===== src/rtl/hcbd_pkg.sv =====
package hcbd_pkg;

   // Widths of the chunk size counters and of the reported total.
   localparam int LENGTH_BITS = 32;
   localparam int TOTAL_BITS  = 32;
   localparam int SUM_BITS    = ((LENGTH_BITS > TOTAL_BITS) ? LENGTH_BITS : TOTAL_BITS) + 1;

   // Character codes used by the framing parser.
   localparam logic [7:0] CHAR_0     = 8'h30;
   localparam logic [7:0] CHAR_9     = 8'h39;
   localparam logic [7:0] CHAR_LO_A  = 8'h61;
   localparam logic [7:0] CHAR_LO_F  = 8'h66;
   localparam logic [7:0] CHAR_UP_A  = 8'h41;
   localparam logic [7:0] CHAR_UP_F  = 8'h46;
   localparam logic [7:0] CHAR_CR    = 8'h0D;
   localparam logic [7:0] CHAR_LF    = 8'h0A;
   localparam logic [3:0] HEX_TEN    = 4'd10;

   // One result item as it leaves the parser.
   typedef struct packed {
      logic [7:0]            payload_byte;
      logic                  payload_valid;
      logic                  message_done;
      logic                  framing_error;
      logic [TOTAL_BITS-1:0] body_length;
   } result_type;

endpackage


===== src/rtl/hcbd_parser.sv =====
module hcbd_parser (
   input  logic                   clock,
   input  logic                   reset,
   input  logic                   step,
   input  logic                   chunked_mode,
   input  logic [7:0]             data_byte,
   output hcbd_pkg::result_type   res
);
   import hcbd_pkg::*;

   typedef enum logic [4:0] {
      PH_SIZE    = 5'b00001,
      PH_SIZE_LF = 5'b00010,
      PH_BYTES   = 5'b00100,
      PH_CR      = 5'b01000,
      PH_LF      = 5'b10000
   } phase_type;

   phase_type              phase_ff, phase_in;
   logic [LENGTH_BITS-1:0] chunk_size_ff, chunk_size_in;
   logic [LENGTH_BITS-1:0] bytes_in_chunk_ff, bytes_in_chunk_in;
   logic [TOTAL_BITS-1:0]  running_total_ff, running_total_in;
   logic                   have_digit_ff, have_digit_in;

   logic                   is_hex;
   logic [3:0]             hex_val;
   logic [SUM_BITS-1:0]    total_sum;
   logic [TOTAL_BITS-1:0]  total_sat;
   logic [LENGTH_BITS-1:0] bytes_next;
   logic                   err;

   // Hex digit decode of the incoming byte.
   always_comb begin
      is_hex  = 1'b1;
      hex_val = 4'd0;
      if (data_byte >= CHAR_0 && data_byte <= CHAR_9) begin
         hex_val = 4'(data_byte - CHAR_0);
      end else if (data_byte >= CHAR_LO_A && data_byte <= CHAR_LO_F) begin
         hex_val = 4'(data_byte - CHAR_LO_A) + HEX_TEN;
      end else if (data_byte >= CHAR_UP_A && data_byte <= CHAR_UP_F) begin
         hex_val = 4'(data_byte - CHAR_UP_A) + HEX_TEN;
      end else begin
         is_hex = 1'b0;
      end
   end

   // Saturating addition of the chunk size into the message total.
   assign total_sum  = SUM_BITS'(running_total_ff) + SUM_BITS'(chunk_size_ff);
   assign total_sat  = (total_sum[SUM_BITS-1:TOTAL_BITS] != '0) ? '1
                       : total_sum[TOTAL_BITS-1:0];
   assign bytes_next = bytes_in_chunk_ff + LENGTH_BITS'(1);

   // Framing state machine and the result of the current byte.
   always_comb begin
      phase_in          = phase_ff;
      chunk_size_in     = chunk_size_ff;
      bytes_in_chunk_in = bytes_in_chunk_ff;
      running_total_in  = running_total_ff;
      have_digit_in     = have_digit_ff;
      err               = 1'b0;
      res               = '0;

      if (!chunked_mode) begin
         res.payload_byte  = data_byte;
         res.payload_valid = 1'b1;
      end else begin
         case (phase_ff)
            PH_SIZE: begin
               if (is_hex) begin
                  if (chunk_size_ff[LENGTH_BITS-1 -: 4] != 4'd0) begin
                     err = 1'b1;
                  end else begin
                     chunk_size_in = {chunk_size_ff[LENGTH_BITS-5:0], hex_val};
                     have_digit_in = 1'b1;
                  end
               end else if (data_byte == CHAR_CR && have_digit_ff) begin
                  running_total_in = total_sat;
                  phase_in         = PH_SIZE_LF;
               end else begin
                  err = 1'b1;
               end
            end
            PH_SIZE_LF: begin
               if (data_byte == CHAR_LF) begin
                  bytes_in_chunk_in = '0;
                  phase_in = (chunk_size_ff == '0) ? PH_CR : PH_BYTES;
               end else begin
                  err = 1'b1;
               end
            end
            PH_BYTES: begin
               res.payload_byte  = data_byte;
               res.payload_valid = 1'b1;
               bytes_in_chunk_in = bytes_next;
               if (bytes_next >= chunk_size_ff) begin
                  phase_in = PH_CR;
               end
            end
            PH_CR: begin
               if (data_byte == CHAR_CR) begin
                  phase_in = PH_LF;
               end else begin
                  err = 1'b1;
               end
            end
            PH_LF: begin
               if (data_byte == CHAR_LF) begin
                  if (chunk_size_ff != '0) begin
                     chunk_size_in     = '0;
                     bytes_in_chunk_in = '0;
                     have_digit_in     = 1'b0;
                     phase_in          = PH_SIZE;
                  end else begin
                     res.message_done  = 1'b1;
                     res.body_length   = running_total_ff;
                     phase_in          = PH_SIZE;
                     chunk_size_in     = '0;
                     bytes_in_chunk_in = '0;
                     running_total_in  = '0;
                     have_digit_in     = 1'b0;
                  end
               end else begin
                  err = 1'b1;
               end
            end
            default: begin
               err = 1'b1;
            end
         endcase

         // A framing error drops the message and starts over.
         if (err) begin
            phase_in          = PH_SIZE;
            chunk_size_in     = '0;
            bytes_in_chunk_in = '0;
            running_total_in  = '0;
            have_digit_in     = 1'b0;
         end
         res.framing_error = err;
      end
   end

   // State registers advance only when a byte moves to the result stage.
   always_ff @(posedge clock) begin
      if (reset) begin
         phase_ff          <= PH_SIZE;
         chunk_size_ff     <= '0;
         bytes_in_chunk_ff <= '0;
         running_total_ff  <= '0;
         have_digit_ff     <= 1'b0;
      end else if (step) begin
         phase_ff          <= phase_in;
         chunk_size_ff     <= chunk_size_in;
         bytes_in_chunk_ff <= bytes_in_chunk_in;
         running_total_ff  <= running_total_in;
         have_digit_ff     <= have_digit_in;
      end
   end

`ifndef SYNTH
   // An error always leaves the parser waiting for a fresh size.
   a_err_restart: assert property (@(posedge clock) disable iff (reset)
      step && res.framing_error |=> phase_ff == PH_SIZE && chunk_size_ff == '0)
      else $error("parser did not restart after a framing error");

   // Done and error never come out for the same byte.
   a_done_err_excl: assert property (@(posedge clock) disable iff (reset)
      step |-> !(res.message_done && res.framing_error))
      else $error("message done and framing error together");

   // The total is cleared once the message has been reported.
   a_done_clears_total: assert property (@(posedge clock) disable iff (reset)
      step && res.message_done |=> running_total_ff == '0)
      else $error("total not cleared after message done");

   // While passing payload the count stays below a nonzero chunk size.
   a_bytes_bound: assert property (@(posedge clock) disable iff (reset)
      phase_ff == PH_BYTES |-> chunk_size_ff != '0 && bytes_in_chunk_ff < chunk_size_ff)
      else $error("payload count outside the chunk");
`endif

endmodule


===== src/rtl/http_chunked_body_decoder_top.sv =====
// Pipeline: a byte transferred in is held in the input register, decoded by the parser
// and captured in the result register, which drives the result ports.
// Throughput: one byte per cycle while the result channel does not stall; the single-pass
// parser between the input register and the result register keeps up with every cycle.
// Reset: synchronous and active high; it selects plain mode, clears both
// stages and leaves the parser waiting for a chunk size.
module http_chunked_body_decoder_top (
   input  logic                            clock,
   input  logic                            reset,
   input  logic                            req_valid,
   output logic                            req_stall,
   input  logic [7:0]                      req_data_byte,
   output logic                            rsp_valid,
   input  logic                            rsp_stall,
   output logic [7:0]                      rsp_payload_byte,
   output logic                            rsp_payload_valid,
   output logic                            rsp_message_done,
   output logic                            rsp_framing_error,
   output logic [hcbd_pkg::TOTAL_BITS-1:0] rsp_body_length,
   input  logic                            csr_valid,
   output logic                            csr_ready,
   input  logic                            csr_chunked_mode
);
   import hcbd_pkg::*;

   logic       chunked_mode_ff;
   logic       in_valid_ff, in_valid_in;
   logic [7:0] in_byte_ff;
   logic       out_valid_ff, out_valid_in;
   result_type out_ff;
   result_type res;
   logic       advance;
   logic       req_fire;

   // The mode register is always ready for a transfer.
   assign csr_ready = 1'b1;

   always_ff @(posedge clock) begin
      if (reset) begin
         chunked_mode_ff <= 1'b0;
      end else if (csr_valid && csr_ready) begin
         chunked_mode_ff <= csr_chunked_mode;
      end
   end

   // The input stage moves on whenever the result register is free or being emptied.
   assign advance   = in_valid_ff && !(out_valid_ff && rsp_stall);
   assign req_stall = in_valid_ff && !advance;
   assign req_fire  = req_valid && !req_stall;

   assign in_valid_in  = req_fire || (in_valid_ff && !advance);
   assign out_valid_in = advance || (out_valid_ff && rsp_stall);

   always_ff @(posedge clock) begin
      if (reset) begin
         in_valid_ff  <= 1'b0;
         out_valid_ff <= 1'b0;
      end else begin
         in_valid_ff  <= in_valid_in;
         out_valid_ff <= out_valid_in;
      end
   end

   // Payload registers of both stages.
   always_ff @(posedge clock) begin
      if (req_fire) begin
         in_byte_ff <= req_data_byte;
      end
      if (advance) begin
         out_ff <= res;
      end
   end

   hcbd_parser u_parser (
      .clock        (clock),
      .reset        (reset),
      .step         (advance),
      .chunked_mode (chunked_mode_ff),
      .data_byte    (in_byte_ff),
      .res          (res)
   );

   // Result channel.
   assign rsp_valid         = out_valid_ff;
   assign rsp_payload_byte  = out_ff.payload_byte;
   assign rsp_payload_valid = out_ff.payload_valid;
   assign rsp_message_done  = out_ff.message_done;
   assign rsp_framing_error = out_ff.framing_error;
   assign rsp_body_length   = out_ff.body_length;

endmodule


===== config.mk =====
export PLATFORM = sky130hd
export DESIGN_NAME = http_chunked_body_decoder_top
export DESIGN_NICKNAME = d
export VERILOG_FILES = /design/src/rtl/hcbd_pkg.sv /design/src/rtl/hcbd_parser.sv /design/src/rtl/http_chunked_body_decoder_top.sv
export SDC_FILE = /design/constraint.sdc
export NUM_CORES = 1
export LEC_CHECK = 0
export BUFFER_PORTS_ARGS = -buffer_cell sky130_fd_sc_hd__buf_2
export CELL_PAD_IN_SITES_DETAIL_PLACEMENT = 2
export CELL_PAD_IN_SITES_GLOBAL_PLACEMENT = 2
export CORE_MARGIN = 2
export CORE_UTILIZATION = 41
export DETAILED_ROUTE_END_ITERATION = 10
export GPL_TIMING_DRIVEN = 0
export PLACE_DENSITY = 0.84
export SLEW_MARGIN = 20
export SYNTH_ARGS = -nofsm -noshare
export SYNTH_HDL_FRONTEND = slang
export SYNTH_HIERARCHICAL = 1
export SYNTH_SLANG_ARGS = --single-unit

===== constraint.sdc =====
create_clock -name clock -period 17.1 [get_ports clock]
set_clock_uncertainty 0.15 [all_clocks]
set_input_delay 3.42 -clock clock [delete_from_list [all_inputs] [get_ports clock]]
set_output_delay 3.42 -clock clock [all_outputs]
set_load 0.01 [all_outputs]

Yosys cells after proc, flatten, opt, wreduce, memory -nomap -nowiden
Cells that the tools add are included.
Storage, ports and cells
  bits in registers: 156
  bits in latches: 0
  memory bits (writable): 0
  ROM bits: 0
  input bits: 14
  output and inout bits: 46
  memories: 0
Operators by class
  add/sub/neg operators: 7
  $mul: 0
  div/mod/pow operators: 0
  order comparisons: 7
  eq/ne operators: 17
  shift-type cells: 0
  muxes and demuxes: 44
  bitwise operators: 3
  reductions and logical operators: 26
Operator list (count)
  $mux 32: 11
  $pmux 32 s2: 3
  $mux 5: 7
  $add 32x32->33: 1
  $add 32x1->32 const B: 1
  $ge 32x32->1: 1
  $logic_not 32->1: 1
  $reduce_bool 32->1: 1
  $pmux 5 s5: 1
  $ne 3x1->1 const B: 7
  $mux 9: 2
  $eq 8x4->1 const B: 2
  $ge 8x7->1 const B: 2
  $le 8x7->1 const B: 2
  $mux 4: 4
  $mux 1: 14
  $sub 4x1->4 const B: 3
  $ne 3x3->1 const B: 3
  $reduce_and 9->1: 1
  $add 4x4->4 const B: 2
  $ge 8x6->1 const B: 1
  $le 8x6->1 const B: 1
  $logic_and 1x1->1: 8
  $reduce_and 7->1: 1
  other kinds (18): 24

Longest topological paths before layout
Gate-level depths: netlist of the first run.
  depth in word-level cells: 10
  gate-level depth with buffers: 16

Hierarchy
Netlist of the first run, hierarchy kept.
By module, submodules not included
  hcbd_parser: times used 1, cells each 1012, area each 7507.2 um^2, sequential area each 2042.0 um^2
  http_chunked_body_decoder_top: times used 1, cells each 66, area each 1662.8 um^2, sequential area each 1591.5 um^2

Least setup slack after synthesis of the first run
Ideal clock, no wire load.
  kind: input-to-reg
  from: input port rsp_stall
  to: register u_parser.running_total_ff[31]
  library setup time: 62 ps
  arrival time: 8332 ps
  required time: 16888 ps
  setup slack: 8556 ps
  cell stages on the path: 8
  buffers on the path: 1
  path through: a21boi_0 and2_1 o21ai_0 or4_1 buf_2 or2_4 or3_1 nand3_1
On the way
  cells in the longest elaborated chain, start to end: 4
RTL lines
  from (decl): RTL line http_chunked_body_decoder_top.sv:14  | input logic rsp_stall,
  $logic_and 1x1->1: RTL line http_chunked_body_decoder_top.sv:47  | assign advance = in_valid_ff && !(out_valid_ff && rsp_stall);
  $logic_not 1->1: RTL line http_chunked_body_decoder_top.sv:47
  $logic_and 1x1->1: RTL line http_chunked_body_decoder_top.sv:47
  $reduce_and 7->1 (no source line)
  to (signal assigned): RTL line hcbd_parser.sv:155  | running_total_ff <= running_total_in;
  to (decl): RTL line hcbd_parser.sv:22  | logic [TOTAL_BITS-1:0] running_total_ff, running_total_in;
No other way between the ends.
A chain may end at the register's enable or synchronous reset.

Worst setup path in the final report of the first run
  from: input port rsp_stall
  to: output port req_stall
On the way
  cells in the longest elaborated chain, start to end: 5
RTL lines
  $logic_and 1x1->1: RTL line http_chunked_body_decoder_top.sv:47
  $logic_not 1->1: RTL line http_chunked_body_decoder_top.sv:47
  $logic_and 1x1->1: RTL line http_chunked_body_decoder_top.sv:47
  $logic_not 1->1: RTL line http_chunked_body_decoder_top.sv:48  | assign req_stall = in_valid_ff && !advance;
  $logic_and 1x1->1: RTL line http_chunked_body_decoder_top.sv:48
  to (decl): RTL line http_chunked_body_decoder_top.sv:11  | output logic req_stall,
No other way between the ends.

==> summary.txt, run 1 <==
Critical path
  – CP bufs+invs: 3
  – Slowest stage cell on the critical path: buf_2
  – Critical Path AT: 3.86 ns
  – CP Depth: 4
  – R2R depth: 15
  – Setup crit start kind: input pin
  – Critical Path, Cell by Cell: buf_2, nand3_2, inv_1, buf_2
  – Delay-heaviest family, CP: buffers and inverters
  – Most frequent CP cell: buf_2
  – Critical Path End Type: primary output
  – Required time worst endpoint: 13.53 ns
  – Worst path max stage delay: 0.14 ns
  – Max FO, Critical Path: 3
  – WS Path Type: in -> out

Synthesis
  – Post-Syn Instances: 1,078
  – Number of synthesized flops with an enable pin: 51
  – #FFs+latches synth: roughly 160
  – Syn_area_per_cell: 8.51 um2
  – FFs w/ async S/R, synth: 0
  – Top_reg_cell synth: dfxtp_1
  – Synthesized Nets: around 1,200
  – Post-synthesis cell type count: 64
  – Yosys warns: 6
  – Post-synthesis sequential area ratio: 0.396
  – Netlist Area Pre-Place: around 9000 um2

Detailed routing
  – DR DRC count: 0
  – WL/cell: 22.6 um
  – Post-DRT Antenna Nets: 0
  – Iteration-0 DRC Markers: 415
  – Vias/cell: 5.91
  – Post-Route WL: 32,800 um
  – DR vias: 8,568
  – Router iterations before antenna repair: 5

Timing
  – Max Clk Rate: 135 MHz
  – Final Hold Viols: 0
  – Setup violations, final: 0
  – Tmin final: around 7.4 ns
  – Worst hold slack: 0.315 ns
  – Slew margin rel.: 0.347
  – Final Max Tran Viols: 0
  – Slew @ Worst Pin: 0.975 ns
  – RSZ-0062 raised after global routing: false
  – Fin crit share: 0.434
  – Setup TNS: 0 ns

Clocking
  – Root buffer cell: clkbuf_16
  – CTS Hold Bufs: 0
  – Worst skew pair latency: about 0.44 ns
  – CTS tree: done
  – Total CTS buffers: 17
  – Post-CTS Resized: 0
  – Clock transition at path regs: 0.07 ns
  – # clock sinks: 156
  – H-tree depth: 4
  – CTS max path bufs: 2
  – Post-CTS Setup Inserts: 0

Cells and area
  – Fin nets: 1,241
  – Area grow syn2layout: 13.9%
  – Diodes inserted: 0
  – Final Util: 0.477
  – Filler cell count: approximately 2,500
  – Layout cells sized above 1: 0.0991

Flow run
  – Max_cap viols: 0

GRT
  – Overall routing resource usage: 0.280
  – Grt peak-use layer: met2
  – Met2 usage: 0.508
  – Pin count of the biggest net entering global routing: 25
  – Vias in the first global route: just over 9,000
  – Grt met3 use: 0.0465
  – Initial antenna violation count: 0
  – Aggregate global routing overflow: 0
  – First-pass GRT wire length: 51,900 um
  – Met1 GRT Util: 0.334

Power
  – PwrDens: 77.2 nW/um2
  – Peak supply drop: around 46 uV
  – Static Leakage: 4.25 nW

Placement
  – Final HPWL DP: 24,100 um
  – I/O Buffers: between 50 and 60
  – GP Congestion: 0.855

Floorplan
  – Width of the die: 154 um
  – Initial Util: 0.419
  – Die area: 23,600 um2
  – Die Span Y: 154 um
  – Ports: 60
  – FP Rows: 54
  – Core area: 21,900 um2

Status
  – Status: complete, no violations

Worst hold path
  – HP Class: reg -> reg
  – Hold Path Cell Cnt: 2
-- sequential cells by signal, indices dropped and copies added, names as in the netlist --
name	flops
u_parser/phase_ff	5
rsp_message_done	1
in_valid_ff	1
rsp_payload_byte	8
u_parser/running_total_ff	32
rsp_framing_error	1
in_byte_ff	8
rsp_payload_valid	1
u_parser/bytes_in_chunk_ff	32
u_parser/have_digit_ff	1
rsp_valid	1
rsp_body_length	32
u_parser/chunk_size_ff	32
chunked_mode_ff	1
-- synthesized netlist by cell type (all sizes together), types with 8 or more instances --
library cell | number | area share
dfxtp | 105 | 0.23
ha | 69 | 0.094
a21o | 27 | 0.022
clkbuf | 41 | 0.017
nand4 | 15 | 0.010
edfxtp | 51 | 0.17
o21ai | 56 | 0.031
inv | 56 | 0.023
nand2 | 152 | 0.062
nand3 | 80 | 0.044
nor2 | 46 | 0.019
xnor2 | 32 | 0.031
xor2 | 22 | 0.021
nor3 | 13 | 0.0071
o211ai | 11 | 0.0090
nor4 | 14 | 0.0096
and2 | 44 | 0.030
o21a | 8 | 0.0065
a21oi | 114 | 0.063
-- through the flow --
step	worst slack [ns]	power, mW	std cells	area [um2]
after floorplan	8.56	0.419	1078	9170
after global placement	6.07	0.434	1416	9810
after detailed placement	9.67	0.437	1418	9880
after CTS	9.67	0.815	1450	10400
after global routing	9.65	0.832	1450	10400
final	9.67	0.807	1450	10400
-- report_power, final --
part / switching [mW] / total, mW / internal, mW
sequential: 0.00352 / 0.392 / 0.389
clock: 0.174 / 0.378 / 0.204
combinational: 0.0258 / 0.0367 / 0.0109
total: 0.203 / 0.807 / 0.604
-- cell type report --
type                            count  area, um2  share of cell area
Multi-Input combinational cell    820       5160               0.494
Tap cell                          280        350              0.0335
Clock buffer                       19        433              0.0414
Inverter                           56        210              0.0201
Sequential cell                   156       3630               0.348
Buffer                             46        184              0.0176
Timing Repair Buffer               60        345              0.0330
Clock inverter                     13        131              0.0126
-- worst reg2reg max path, cell delays in order (launching register included) --
cell      delay [ns]
dfxtp_1         0.46
nand4_1         0.21
nor4_2          0.64
nand3_1         0.43
nor2_1          0.50
nand3_1         0.17
xnor2_1         0.30
ha_1            0.31
a21o_1          0.16
a21o_1          0.17
a211oi_1        0.31
nand2_1         0.10
inv_1           0.10
o211a_1         0.19
nor2_1          0.12
o31ai_1         0.22
-- layer usage --
metal	wire [um]	vias to the layer above
li1	-	4024
met1	14000	4329
met2	16800	157
met3	1130	58
met4	787	0
met5	0	-
-- path summary, 6_finish.rpt --
kind                                                                  end                                       start  slack, ns
worst max-delay path                                            req_stall                                   rsp_stall       9.67
worst min-delay path            u_parser/running_total_ff[2]$_SDFFE_PP0P_   u_parser/running_total_ff[2]$_SDFFE_PP0P_       0.31
worst max register to register          u_parser/phase_ff[2]$_SDFFE_PP0P_  u_parser/bytes_in_chunk_ff[5]$_SDFFE_PP0P_      12.46
worst min register to register  u_parser/running_total_ff[2]$_SDFFE_PP0P_   u_parser/running_total_ff[2]$_SDFFE_PP0P_       0.31
-- logic make-up after synthesis --
logic type | count (synthesis) | share of synthesized area
other cells | 1 | 0.000409
fa+ha+maj | 70 | 0.0963
xor+xnor | 54 | 0.0516
flops | 156 | 0.396
buf+inv | 102 | 0.0430
compound gates | 273 | 0.182
simple gates | 417 | 0.225
mux | 5 | 0.00546
-- cell usage in the layout (no fill, tap or decap), drive strengths merged, types with 6 or more instances in the layout --
| master | count |
|---|---|
| nand2b | 6 |
| o211ai | 11 |
| xnor2 | 32 |
| nor3 | 13 |
| and2 | 44 |
| a21oi | 114 |
| nand2 | 152 |
| clkbuf | 60 |
| buf | 65 |
| dfxtp | 105 |
| o21ai | 56 |
| edfxtp | 51 |
| o31ai | 6 |
| o21a | 8 |
| ha | 69 |
| xor2 | 22 |
| and3 | 7 |
| or2 | 7 |
| nand4 | 15 |
| nand3 | 80 |
| inv | 62 |
| a31oi | 7 |
| nor4 | 14 |
| nor2 | 46 |
| nand3b | 7 |
| or3 | 7 |
| a21o | 27 |
Power figures use the tool's default switching activity.
==> inputs of run 2 (changes only) <==
--- a/config.mk
+++ b/config.mk
@@ -5,14 +5,15 @@
 export SDC_FILE = /design/constraint.sdc
 export NUM_CORES = 1
 export LEC_CHECK = 0
+export ABC_AREA = 1
 export BUFFER_PORTS_ARGS = -buffer_cell sky130_fd_sc_hd__buf_2
 export CELL_PAD_IN_SITES_DETAIL_PLACEMENT = 2
 export CELL_PAD_IN_SITES_GLOBAL_PLACEMENT = 2
 export CORE_MARGIN = 2
-export CORE_UTILIZATION = 41
+export CORE_UTILIZATION = 35
 export DETAILED_ROUTE_END_ITERATION = 10
 export GPL_TIMING_DRIVEN = 0
-export PLACE_DENSITY = 0.84
+export PLACE_DENSITY = 0.79
 export SLEW_MARGIN = 20
 export SYNTH_ARGS = -nofsm -noshare
 export SYNTH_HDL_FRONTEND = slang
==> constraint.sdc (replaced) <==
create_clock -name clock -period 7.6 [get_ports clock]
set_clock_uncertainty 0.15 [all_clocks]
set_input_delay 1.52 -clock clock [delete_from_list [all_inputs] [get_ports clock]]
set_output_delay 1.52 -clock clock [all_outputs]
set_load 0.01 [all_outputs]
==> summary.txt, run 2 <==
Status
  – Status: complete, no violations

Power
  – Peak supply drop: 167 uV (+260%)
  – Psw: 0.558 mW (+170%)
  – Static Leakage: 5.19 nW (+22%)
  – Clock network power share: 0.449 (-0.019)
  – PwrDens: 159 nW/um2 (+110%)
  – Internal power: 1.36 mW (+130%)
  – Sequential power share: 0.462 (-0.024)
  – Switch share: 0.291 (+0.0394)
  – Logic gate share of total power: 0.089 (+0.044)
  – Pwr Total: 1.92 mW (+140%)

Clocking
  – Root buffer cell: clkbuf_16
  – Total CTS buffers: 17 (unchanged)
  – H-tree depth: 4 (unchanged)
  – Clock transition at path regs: 0.07 ns (about the same)
  – Worst skew pair latency: 0.45 ns (about the same)
  – # clock sinks: 156 (unchanged)
  – CTS tree: done
  – CTS Hold Bufs: 0 (unchanged)
  – Post-CTS Resized: 0 (unchanged)
  – Post-CTS Setup Inserts: 0 (unchanged)
  – CTS max path bufs: 2 (unchanged)

Synthesis
  – Post-Syn Instances: 1,579 (+46%)
  – Synth cell count leaders: nand2_1, inv_1, nor2_1
  – Post-synthesis cell type count: 41 (-36%)
  – FFs w/ async S/R, synth: 0 (unchanged)
  – Yosys warns: 6 (unchanged)
  – Number of synthesized flops with an enable pin: 51 (unchanged)
  – Synthesized Nets: 1,663 (+43%)
  – Synth top area share: 0.198 (-0.0317)
  – Area contributors post-synth: dfxtp_1, nand2_1, edfxtp_1
  – Syn_area_per_cell: 6.74 um2 (-21%)
  – Yosys top cell by area: dfxtp_1
  – Netlist Area Pre-Place: 10,600 um2 (+16%)
  – Count leader, synth: nand2_1
  – Post-synthesis sequential area ratio: 0.341 (-0.0548)
  – #FFs+latches synth: 156 (unchanged)
  – Top_reg_cell synth: dfxtp_1

Cells and area
  – Layout cells sized above 1: 0.0880 (-0.0112)
  – Filler cell count: 3,712 (+51%)
  – Commonest non-fill, non-tap cell in the layout: nand2_1
  – Area grow syn2layout: 13.3%
  – Final Util: 0.405 (-0.0728)
  – Diodes inserted: 0 (unchanged)
  – Fin nets: 1,742 (+40%)
  – Final Instance Area: 12,100 um2 (+15%)
  – Final cell count without fillers: 2,061 (+42%)
  – Commonest cells after routing, fill and taps aside: nand2_1, inv_1, nor2_1

Floorplan
  – Die area: 31,800 um2 (+35%)
  – Die Span Y: 178 um (+16%)
  – Ports: 60 (unchanged)
  – Initial Util: 0.357 (-0.0617)
  – Width of the die: 178 um (+16%)
  – FP Rows: 63 (+17%)
  – Core area: 29,800 um2 (+36%)

Flow run
  – Max_cap viols: 0 (unchanged)

GRT
  – Initial antenna violation count: 0 (unchanged)
  – Pin count of the biggest net entering global routing: 23 (-8.0%)
  – Vias in the first global route: 12,069 (+29%)
  – Aggregate global routing overflow: 0 (unchanged)
  – First-pass GRT wire length: 66,800 um (+29%)
  – Overall routing resource usage: 0.277 (-0.00311)

Detailed routing
  – DR DRC count: 0 (unchanged)
  – Vias/cell: 5.31 (-10%)
  – Router iterations before antenna repair: 5 (unchanged)
  – WL/cell: 20.6 um (-8.7%)
  – Post-Route WL: 42,500 um (+30%)
  – Post-DRT Antenna Nets: 0 (unchanged)
  – Iteration-0 DRC Markers: 512 (+23%)
  – DR vias: 10,947 (+28%)

Critical path
  – Worst path max stage delay: 0.43 ns (+0.29 ns)
  – Critical Path AT: 4.18 ns (+0.32 ns)
  – Delay-heaviest family, CP: simple AND/OR/NAND/NOR gates
  – Setup crit start kind: flop
  – Slowest stage cell on the critical path: dfxtp_1
  – Critical Path End Type: flop
  – Flop2flop setup slack: 3.58 ns (-8.88 ns)
  – Max FO, Critical Path: 6 (+3)
  – Critical Path, Cell by Cell: nand3_1, nor2_1, nand2_1, inv_1, nand2_1, nor2_1, nand2_1, xor2_1, inv_1, ha_1, nand2_1, inv_1, o21ai_0, nand2_1, nor2_1, nand2_1, a21oi_1, nand4_1, nand2_1, nand2_1, nand2_1, nor2_1
  – Required time worst endpoint: 7.76 ns (-5.77 ns)
  – WS Path Type: reg -> reg
  – CP bufs+invs: 3 (unchanged)
  – Most frequent CP cell: nand2_1

Timing
  – Slew @ Worst Pin: 0.823 ns (-0.152 ns)
  – Final Hold Viols: 0 (unchanged)
  – Max Clk Rate: 249 MHz
  – RSZ-0062 raised after global routing: false
  – Final Max Tran Viols: 0 (unchanged)
  – Tmin final: 4.02 ns
  – Setup violations, final: 0 (unchanged)
  – Fin crit share: 0.529
  – Slew margin rel.: 0.451 (+0.105)
  – Final worst slack: 3.58 ns (-6.09 ns)
  – Worst hold slack: 0.336 ns (+0.0213 ns)
  – Setup TNS: 0 ns (unchanged)

Placement
  – Post-DP Area: 11,500 um2 (+16%)
  – GP Congestion: 0.860 (+0.49%)
  – Final HPWL DP: 33,900 um (+41%)
  – Placed insts: 2,029 (+43%)
  – Worst slack, placed: 3.49 ns (-6.18 ns)
  – I/O Buffers: 58 (unchanged)

Worst hold path
  – HP Class: reg -> reg
## run 2: layout make-up
| type | instances | area (um2) | area share |
|---|---|---|---|
| flip-flops and latches | 156 | 3630 | 0.301 |
| multi-input cells | 1149 | 5930 | 0.492 |
| clock buffers | 18 | 439 | 0.0364 |
| clock inverters | 14 | 128 | 0.0106 |
| plain buffers | 56 | 273 | 0.0226 |
| well taps | 390 | 488 | 0.0405 |
| inverters | 218 | 821 | 0.0681 |
| repair buffers | 60 | 345 | 0.0286 |
## run 2: worst reg2reg max path: cells and delay by family (launching register included)
family                   cells  cell delay (ns)
AND/OR/NAND/NOR             15             2.21
adder cells (fa/ha/maj)      1             0.29
AO/OA/AOI/OAI                2             0.35
flip-flops                   1             0.43
buffers and inverters        3             0.30
XOR/XNOR                     1             0.13
## run 2: kinds of logic (layout without fill, tap and decap cells)
logic type               count (synthesis)  count (layout)  synth area share
AO/OA/AOI/OAI                          174             174            0.0846
AND/OR/NAND/NOR                        860             860             0.352
flip-flops                             156             156             0.341
other                                    1               1          0.000352
buffers and inverters                  274             366             0.103
adder cells (fa/ha/maj)                 70              70            0.0830
XOR/XNOR                                44              44            0.0362
## run 2: metal layers
metal / GRT usage / vias to the layer above / wire length (um)
met5: 0 / - / 0
met4: 0.0874 / 0 / 1060
met3: 0.0384 / 50 / 1130
met2: 0.512 / 148 / 22000
met1: 0.328 / 5469 / 18300
li1: - / 5280 / -
## run 2: power by group through the flow
stage | clock, mW | sequential, mW | combinational, mW
floorplan | 0 | 0.906 | 0.0953
global placement | 0 | 0.904 | 0.157
detailed placement | 0 | 0.904 | 0.169
CTS | 0.880 | 0.885 | 0.171
global route | 0.910 | 0.887 | 0.185
finish | 0.861 | 0.885 | 0.170
## run 2: final timing paths
kind	from	endpoint	cells past startpoint
worst max-delay path	u_parser/bytes_in_chunk_ff[2]$_SDFFE_PP0P_	u_parser/phase_ff[4]$_SDFFE_PP0P_	22
worst min-delay path	chunked_mode_ff$_SDFFE_PP0P_	chunked_mode_ff$_SDFFE_PP0P_	2
worst max register to register	u_parser/bytes_in_chunk_ff[2]$_SDFFE_PP0P_	u_parser/phase_ff[4]$_SDFFE_PP0P_	22
worst min register to register	chunked_mode_ff$_SDFFE_PP0P_	chunked_mode_ff$_SDFFE_PP0P_	2
